File: src/rtl/rlcc_pkg.sv
// ----------------------------------------------------------------------------
// RGB lamp colour controller package
// Shared types, mode codes, colour wheel constants and the party colour ROM.
// ----------------------------------------------------------------------------
package rlcc_pkg;

	typedef logic [1:0] mode_t;

	localparam mode_t MODE_POT   = 2'd0;
	localparam mode_t MODE_NIGHT = 2'd1;
	localparam mode_t MODE_PARTY = 2'd2;

	// Colour wheel segment limits on the pot level.
	localparam logic [7:0] POT_LOW_END   = 8'd30;
	localparam logic [7:0] POT_RED_END   = 8'd85;
	localparam logic [7:0] POT_GREEN_END = 8'd170;
	localparam logic [7:0] POT_BLUE_END  = 8'd240;
	localparam logic [7:0] POT_HOLD_END  = 8'd250;
	localparam logic [7:0] DUTY_FULL     = 8'd255;
	localparam logic [7:0] LOW_GREEN     = 8'd100;

	typedef struct packed {
		logic [7:0] r;
		logic [7:0] g;
		logic [7:0] b;
	} rgb_t;

	// Party colour ROM. Entries past the defined colours are black.
	function automatic rgb_t colour_rom(input logic [4:0] idx);
		rgb_t c;
		c = '{r: 8'd0, g: 8'd0, b: 8'd0};
		case (idx)
			5'd0:  c = '{r: 8'd255, g: 8'd0,   b: 8'd0};
			5'd1:  c = '{r: 8'd232, g: 8'd12,  b: 8'd122};
			5'd2:  c = '{r: 8'd253, g: 8'd13,  b: 8'd255};
			5'd3:  c = '{r: 8'd167, g: 8'd0,   b: 8'd232};
			5'd4:  c = '{r: 8'd114, g: 8'd0,   b: 8'd255};
			5'd5:  c = '{r: 8'd50,  g: 8'd12,  b: 8'd232};
			5'd6:  c = '{r: 8'd13,  g: 8'd36,  b: 8'd255};
			5'd7:  c = '{r: 8'd0,   g: 8'd83,  b: 8'd232};
			5'd8:  c = '{r: 8'd0,   g: 8'd159, b: 8'd255};
			5'd9:  c = '{r: 8'd12,  g: 8'd207, b: 8'd232};
			5'd10: c = '{r: 8'd12,  g: 8'd207, b: 8'd232};
			5'd11: c = '{r: 8'd13,  g: 8'd255, b: 8'd216};
			5'd12: c = '{r: 8'd0,   g: 8'd232, b: 8'd129};
			5'd13: c = '{r: 8'd0,   g: 8'd255, b: 8'd70};
			5'd14: c = '{r: 8'd14,  g: 8'd232, b: 8'd12};
			5'd15: c = '{r: 8'd100, g: 8'd255, b: 8'd13};
			5'd16: c = '{r: 8'd164, g: 8'd232, b: 8'd0};
			5'd17: c = '{r: 8'd255, g: 8'd251, b: 8'd0};
			5'd18: c = '{r: 8'd232, g: 8'd206, b: 8'd12};
			5'd19: c = '{r: 8'd255, g: 8'd202, b: 8'd13};
			5'd20: c = '{r: 8'd232, g: 8'd158, b: 8'd0};
			5'd21: c = '{r: 8'd255, g: 8'd147, b: 8'd0};
			5'd22: c = '{r: 8'd232, g: 8'd107, b: 8'd12};
			5'd23: c = '{r: 8'd255, g: 8'd82,  b: 8'd13};
			5'd24: c = '{r: 8'd232, g: 8'd34,  b: 8'd1};
			default: c = '{r: 8'd0, g: 8'd0, b: 8'd0};
		endcase
		return c;
	endfunction

	// One step of a duty toward its target.
	function automatic logic [7:0] approach(input logic [7:0] cur, input logic [7:0] tgt);
		logic [7:0] nxt;
		nxt = cur;
		if (cur < tgt) begin
			nxt = cur + 8'd1;
		end else if (cur > tgt) begin
			nxt = cur - 8'd1;
		end
		return nxt;
	endfunction

endpackage

File: src/rtl/rgb_lamp_colour_controller_unit.sv
// ----------------------------------------------------------------------------
// RGB lamp colour controller
// Per-tick update of the red, green and blue PWM duties from a mode and a
// potentiometer level, with a colour wheel, a night red and a party fade.
// ----------------------------------------------------------------------------
// Each accepted request is one tick. The block takes one request per clock
// cycle for as long as results are taken. A request sits in the input
// register while the combinational update runs, and the result is offered
// once the update has written the duty registers; a full result register
// that is not taken holds the request in the input register. The duty
// registers are the lamp state itself, so the state update loop from duty
// registers back to the next tick's logic sets the rate at one tick per
// cycle. While the result register is full and not taken, the input register
// still takes one further request, and then the request side stalls. The
// fade_entry output gives the party table position after the tick in every
// mode; it only moves in party mode. TABLE_ENTRIES sets how many ROM colours
// the party fade cycles through before wrapping to the first one.
// ----------------------------------------------------------------------------
module rgb_lamp_colour_controller_unit
	import rlcc_pkg::*;
#(
	parameter int TABLE_ENTRIES = 25
) (
	input  logic       clk,
	input  logic       arst_n,
	input  logic       item_valid,
	output logic       item_ready,
	input  logic [1:0] mode,
	input  logic [7:0] pot_level,
	output logic       result_valid,
	input  logic       result_ready,
	output logic [7:0] red_duty,
	output logic [7:0] green_duty,
	output logic [7:0] blue_duty,
	output logic [4:0] fade_entry
);

	localparam logic [5:0] LAST_ENTRY = 6'(TABLE_ENTRIES);

	// Input register stage.
	logic       valid_s1;
	mode_t      mode_s1;
	logic [7:0] pot_s1;

	// Lamp state, which doubles as the result register.
	logic       out_valid_q;
	logic [7:0] red_q, green_q, blue_q;
	logic [4:0] table_pos_q;
	mode_t      prev_mode_q;

	logic advance;
	logic take_in;

	// The update fires when a request sits in the input register and the
	// result slot is free or is being emptied this cycle.
	assign advance    = valid_s1 && (!out_valid_q || result_ready);
	assign item_ready = !valid_s1 || advance;
	assign take_in    = item_valid && item_ready;

	always_ff @(posedge clk or negedge arst_n) begin
		if (!arst_n) begin
			valid_s1 <= 1'b0;
		end else if (item_ready) begin
			valid_s1 <= item_valid;
		end
	end

	always_ff @(posedge clk) begin
		if (take_in) begin
			mode_s1 <= mode;
			pot_s1  <= pot_level;
		end
	end

	// Colour wheel. Each ramp subtracts its segment start, then triples the
	// offset; the offset is at most 85, so the triple stays within 255.
	logic [7:0] seg_base;
	logic [7:0] seg_off;
	logic [9:0] seg_triple;
	logic [7:0] ramp;
	rgb_t       wheel;
	logic       wheel_hold;

	always_comb begin
		if (pot_s1 <= POT_RED_END) begin
			seg_base = 8'd0;
		end else if (pot_s1 <= POT_GREEN_END) begin
			seg_base = POT_RED_END;
		end else begin
			seg_base = POT_GREEN_END;
		end
		seg_off    = pot_s1 - seg_base;
		seg_triple = {2'b00, seg_off} + {1'b0, seg_off, 1'b0};
		ramp       = 8'(10'(DUTY_FULL) - seg_triple);
	end

	always_comb begin
		wheel      = '{r: red_q, g: green_q, b: blue_q};
		wheel_hold = 1'b0;
		if (pot_s1 <= POT_LOW_END) begin
			wheel = '{r: DUTY_FULL, g: LOW_GREEN, b: 8'd0};
		end else if (pot_s1 <= POT_RED_END) begin
			wheel = '{r: ramp, g: DUTY_FULL - ramp, b: 8'd0};
		end else if (pot_s1 <= POT_GREEN_END) begin
			wheel = '{r: 8'd0, g: ramp, b: DUTY_FULL - ramp};
		end else if (pot_s1 <= POT_BLUE_END) begin
			wheel = '{r: DUTY_FULL - ramp, g: 8'd0, b: ramp};
		end else if (pot_s1 >= POT_HOLD_END) begin
			wheel = '{r: DUTY_FULL, g: 8'd0, b: 8'd0};
		end else begin
			// Between the blue ramp and full red the colour is held.
			wheel_hold = 1'b1;
		end
	end

	// Party fade. On entry into party mode the duties start from zero.
	rgb_t       fade_start;
	rgb_t       fade_target;
	rgb_t       fade;
	logic       fade_hit;
	logic [5:0] pos_inc;
	logic [4:0] pos_next;

	always_comb begin
		if (prev_mode_q != MODE_PARTY) begin
			fade_start = '{r: 8'd0, g: 8'd0, b: 8'd0};
		end else begin
			fade_start = '{r: red_q, g: green_q, b: blue_q};
		end
		fade_target = colour_rom(table_pos_q);
		fade.r      = approach(fade_start.r, fade_target.r);
		fade.g      = approach(fade_start.g, fade_target.g);
		fade.b      = approach(fade_start.b, fade_target.b);
		fade_hit    = (fade == fade_target);
		pos_inc     = {1'b0, table_pos_q} + 6'd1;
		if (pos_inc >= LAST_ENTRY) begin
			pos_next = 5'd0;
		end else begin
			pos_next = pos_inc[4:0];
		end
	end

	// Next lamp state for the tick in the input register.
	rgb_t       next_rgb;
	logic [4:0] next_pos;

	always_comb begin
		next_pos = table_pos_q;
		case (mode_s1)
			MODE_PARTY: begin
				next_rgb = fade;
				if (fade_hit) begin
					next_pos = pos_next;
				end
			end
			MODE_NIGHT: begin
				next_rgb = '{r: DUTY_FULL, g: 8'd0, b: 8'd0};
			end
			default: begin
				// Pot mode, and the unused mode code, run the colour wheel.
				next_rgb = wheel;
			end
		endcase
	end

	always_ff @(posedge clk or negedge arst_n) begin
		if (!arst_n) begin
			out_valid_q <= 1'b0;
			red_q       <= 8'd0;
			green_q     <= 8'd0;
			blue_q      <= 8'd0;
			table_pos_q <= 5'd0;
			prev_mode_q <= MODE_POT;
		end else begin
			if (advance) begin
				out_valid_q <= 1'b1;
				red_q       <= next_rgb.r;
				green_q     <= next_rgb.g;
				blue_q      <= next_rgb.b;
				table_pos_q <= next_pos;
				prev_mode_q <= mode_s1;
			end else if (result_ready) begin
				out_valid_q <= 1'b0;
			end
		end
	end

	assign result_valid = out_valid_q;
	assign red_duty     = red_q;
	assign green_duty   = green_q;
	assign blue_duty    = blue_q;
	assign fade_entry   = table_pos_q;

	// The party position never leaves the active part of the table.
	assert property (@(posedge clk) disable iff (!arst_n)
		{1'b0, table_pos_q} < LAST_ENTRY)
		else $error("party table position beyond the last entry");

	// A night tick always yields pure red.
	assert property (@(posedge clk) disable iff (!arst_n)
		advance && mode_s1 == MODE_NIGHT |=>
		red_q == DUTY_FULL && green_q == 8'd0 && blue_q == 8'd0)
		else $error("night tick did not give pure red");

	// Without an update the lamp state holds.
	assert property (@(posedge clk) disable iff (!arst_n)
		!advance |=> $stable(red_q) && $stable(green_q) && $stable(blue_q)
		&& $stable(table_pos_q) && $stable(prev_mode_q))
		else $error("lamp state changed without an update");

	// Only a party tick moves the table position.
	assert property (@(posedge clk) disable iff (!arst_n)
		advance && mode_s1 != MODE_PARTY |=> $stable(table_pos_q))
		else $error("table position moved outside party mode");

	// A colour wheel hold keeps the previous duties.
	assert property (@(posedge clk) disable iff (!arst_n)
		advance && mode_s1 != MODE_NIGHT && mode_s1 != MODE_PARTY && wheel_hold |=>
		$stable(red_q) && $stable(green_q) && $stable(blue_q))
		else $error("pot hold band changed the duties");

endmodule

File: config.mk
export PLATFORM = sky130hd
export DESIGN_NAME = rgb_lamp_colour_controller_unit
export DESIGN_NICKNAME = d
export VERILOG_FILES = /design/src/rtl/rlcc_pkg.sv /design/src/rtl/rgb_lamp_colour_controller_unit.sv
export SDC_FILE = /design/constraint.sdc
export NUM_CORES = 1
export LEC_CHECK = 0
export BUFFER_PORTS_ARGS = -buffer_cell sky130_fd_sc_hd__buf_2
export CORE_UTILIZATION = 35
export DETAILED_ROUTE_END_ITERATION = 6
export PLACE_DENSITY = 0.48
export SLEW_MARGIN = 25
export SYNTH_ARGS = -nofsm -noshare
export SYNTH_HDL_FRONTEND = slang
export SYNTH_SLANG_ARGS = --single-unit
File: constraint.sdc
create_clock -name clk -period 5.3 [get_ports clk]
set_clock_uncertainty 0.2 [all_clocks]
set_input_delay 0.53 -clock clk [delete_from_list [all_inputs] [get_ports clk]]
set_output_delay 0.53 -clock clk [all_outputs]
set_load 0.02 [all_outputs]
==> reports/qor.yml <==
routing:
  drt_iter0_markers: 484
  wl_met1_mm: 10.8
  routed_wl_mm: 22.7
  wl_per_cell_um: 19.9
  first_pass_iters: 7
  postRouteAntennaNets: 0
  vias: 6827
  routed-wl-met3_mm: 1.34
  met2_length_mm: 10.0
  highest_layer: "met4"
  drc_errors: 4
  viasPerCell: 5.98
logic_synthesis:
  syn_inst: 863
  synth_edf_count: 10
  synth_warnings: 0
  seq_area_frac_synth_pct: 17.3
  async_flop_share_pct: 76.7
  syn_avg_cell_area_um2: 7.55
  syn_area_um2: 6510
  yosys.cell_types.count: 95
  synth-seq-cells: 43
  synth_nets: 932
  synthFlopType: "dfrtp_1"
final_layout:
  synthToLayoutAreaGrowth_pct: 12.5
  final_core_util_pct: 40.5
  drive_gt1_share_pct: 15.2
  nFillCells: 1903
  fin_cells: 1142
  regArea_um2: 1130
  fin_nets: 981
  final_area_um2: 7330
  multi_input_area_um2: 5040
  layout_commonest_cell: "nand2_1"
  num_antenna_cells: 0
  final_cell_mix: "nand2_1, nor2_1, a21oi_1"
placed_design:
  routabilityCongestion: 0.893
  dp_hpwl_mm: 18.2
  dpl_cell_area_um2: 7140
  port_buffers: 44
  place_inst: 1134
worst_setup_path:
  cp_cell_sequence: "buf_4 -> ha_1 -> ha_1 -> mux2_1 -> o221a_2 -> inv_1 -> ha_1 -> a211oi_1 -> o21bai_1 -> nor2_1 -> mux2_2 -> a2111oi_0 -> buf_4 -> nand4_1 -> nor3_2 -> nand3_2 -> mux2_4"
  critPathLaunchType: "register"
  crit_slowest_cell: "a2111oi_0"
  critPathMaxFanout: 10
  crit_family: "compound AO/OA/AOI/OAI gates"
  cp_data_arrival_time_ns: 4.95
  worstSetupEndpointType: "register"
  required_ns: 5.28
  cp.buffers_inverters: 3
  slowest_delay_ns: 0.40
  critPathKind: "reg2reg"
  cp_common_cell: "ha_1"
  reg2reg_slack_ns: 0.33
pwr:
  p_comb_share_pct: 70.9
  clkPwrFrac_pct: 10.7
  p_seq_share_pct: 18.4
  power.total_w: 0.00308
  p_leak_nw: 3.15
  p_sw_w: 0.00163
  cell_internal_pwr_w: 0.00144
  pwr_density_cell_nw_per_um2: 420
  irDropWorstVdd_v: 0.000181
  switching_share_pct: 53.1
sta:
  finalHoldViolCount: 0
  rsz0062_at_grt: "true"
  drv_slew: 0
  max_freq_mhz: 201
  min_period_over_period_pct: 93.8
  hold_slack_ns: 0.127
  slew_headroom_pct: 34.1
  worst_slew_pin_slew_ns: 0.988
  min_period_ns: 4.97
  finalSetupViolations: 0
grt:
  grt.total_usage_pct: 23.6
  grt_pass1_vias: 6286
  grt_first_pass_wirelength_mm: 35.7
  antenna_found_initial: 0
  overflow: 0
  grt_max_degree: 35
clock_network:
  clk_pin_slew_ns: 0.06
  insertion_delay_ns: 0.29
  numCtsBuffers: 5
  cts-root-buf: "clkbuf_16"
  cts_sinks: 43
  cts_tree: "built"
  cts_buffer_depth: 2
  h-tree-depth: 2
floorplanning:
  die_area_um2: 19200
  ioPinCount: 45
  start_util_pct: 36.0
  die_y_um: 138
  fp-row-count: 49
  die_x_um: 138
  core-area_um2: 18100
run_status:
  violations: "DRC"
  status: "finished, violations left"
job:
  cap_viol_max_count: 0
worst_hold_path:
  hold_class: "in2async"
stage by stage:
step | setup slack, ns | setup TNS, ns
after global placement | 0.215 | 0
final | 0.329 | 0
after detailed placement | 0.221 | 0
after floorplan | 0.420 | 0
after CTS | 0.205 | 0
after global routing | -0.0290 | -0.0290
final timing paths:
path | startpoint | to | cells past startpoint
min | arst_n | fade_entry[1] | 1
min in group clk | pot_level[3] | pot_s1[3] | 1
max reg2reg | fade_entry[1] | fade_entry[0] | 17
max | fade_entry[1] | fade_entry[0] | 17
max in group asynchronous | arst_n | green_duty[6] | 1
min reg2reg | prev_mode_q[1] | prev_mode_q[1] | 2
cell families (layout without fill, tap and decap cells):
| family | after synthesis | count (layout) | synth area share, % |
|---|---|---|---|
| AND/OR/NAND/NOR | 309 | 309 | 24.1 |
| buffers and inverters | 92 | 142 | 5.92 |
| adder cells (fa/ha/maj) | 55 | 55 | 10.7 |
| XOR/XNOR | 51 | 51 | 7.61 |
| flip-flops | 43 | 43 | 17.3 |
| multiplexers | 15 | 15 | 2.65 |
| AO/OA/AOI/OAI | 298 | 298 | 31.8 |
area by class of cell:
class	count	area share (%)
Multi-Input combinational cell	728	68.9
Sequential cell	43	15.4
Timing Repair Buffer	83	7.17
Tap cell	229	3.91
Inverter	51	2.61
Clock buffer	7	1.95
Clock inverter	1	0.120
registers in the layout, summed over array words and instances, names as in the netlist:
register and count:
result_valid 1, red_duty 8, green_duty 8, prev_mode_q 2
fade_entry 5, blue_duty 8, valid_s1 1, pot_s1 8
mode_s1 2
power groups by stage:
stage               registers [W]  logic [W]  clock network (W)
finish                   0.000566    0.00218           0.000329
floorplan                0.000589    0.00144                  0
CTS                      0.000565    0.00215           0.000335
detailed placement       0.000570    0.00214                  0
global route             0.000581    0.00238           0.000346
global placement         0.000574    0.00216                  0
cells in the mapped netlist, drive strengths merged, types with 13 or more instances:
master,n,share of area [%]
clkbuf,21,1.2
dfrtp,33,13
nand2b,14,1.3
a21o,13,1.5
nor2,68,4.0
and2,18,1.7
buf,20,1.8
o21ai,60,4.6
nand3,27,2.2
a31oi,17,1.6
ha,54,10
xnor2,39,5.2
a21oi,65,5.1
nor3,23,2.0
inv,51,2.9
nand2,81,4.7
nand4,14,1.6
per-layer routing:
layer / up-vias / track usage (%)
li1: 3325 / -
met1: 3227 / 33.5
met2: 235 / 36.8
met3: 40 / 3.15
met4: 0 / 7.92
met5: - / 0
repair_timing:
item,in CTS,in global routing
buffers inserted,0,0
gates resized for setup,0,9
setup endpoints to repair,0,9
hold buffers,0,0
worst reg2reg max path, stage by stage, from the launching register on:
cell	delay (ns)
dfrtp_1	0.38
buf_4	0.18
ha_1	0.28
ha_1	0.28
mux2_1	0.30
o221a_2	0.31
inv_1	0.09
ha_1	0.24
a211oi_1	0.28
o21bai_1	0.27
nor2_1	0.22
mux2_2	0.36
a2111oi_0	0.40
buf_4	0.20
nand4_1	0.14
nor3_2	0.21
nand3_2	0.18
mux2_4	0.33
(Power assumes the default switching activity.)
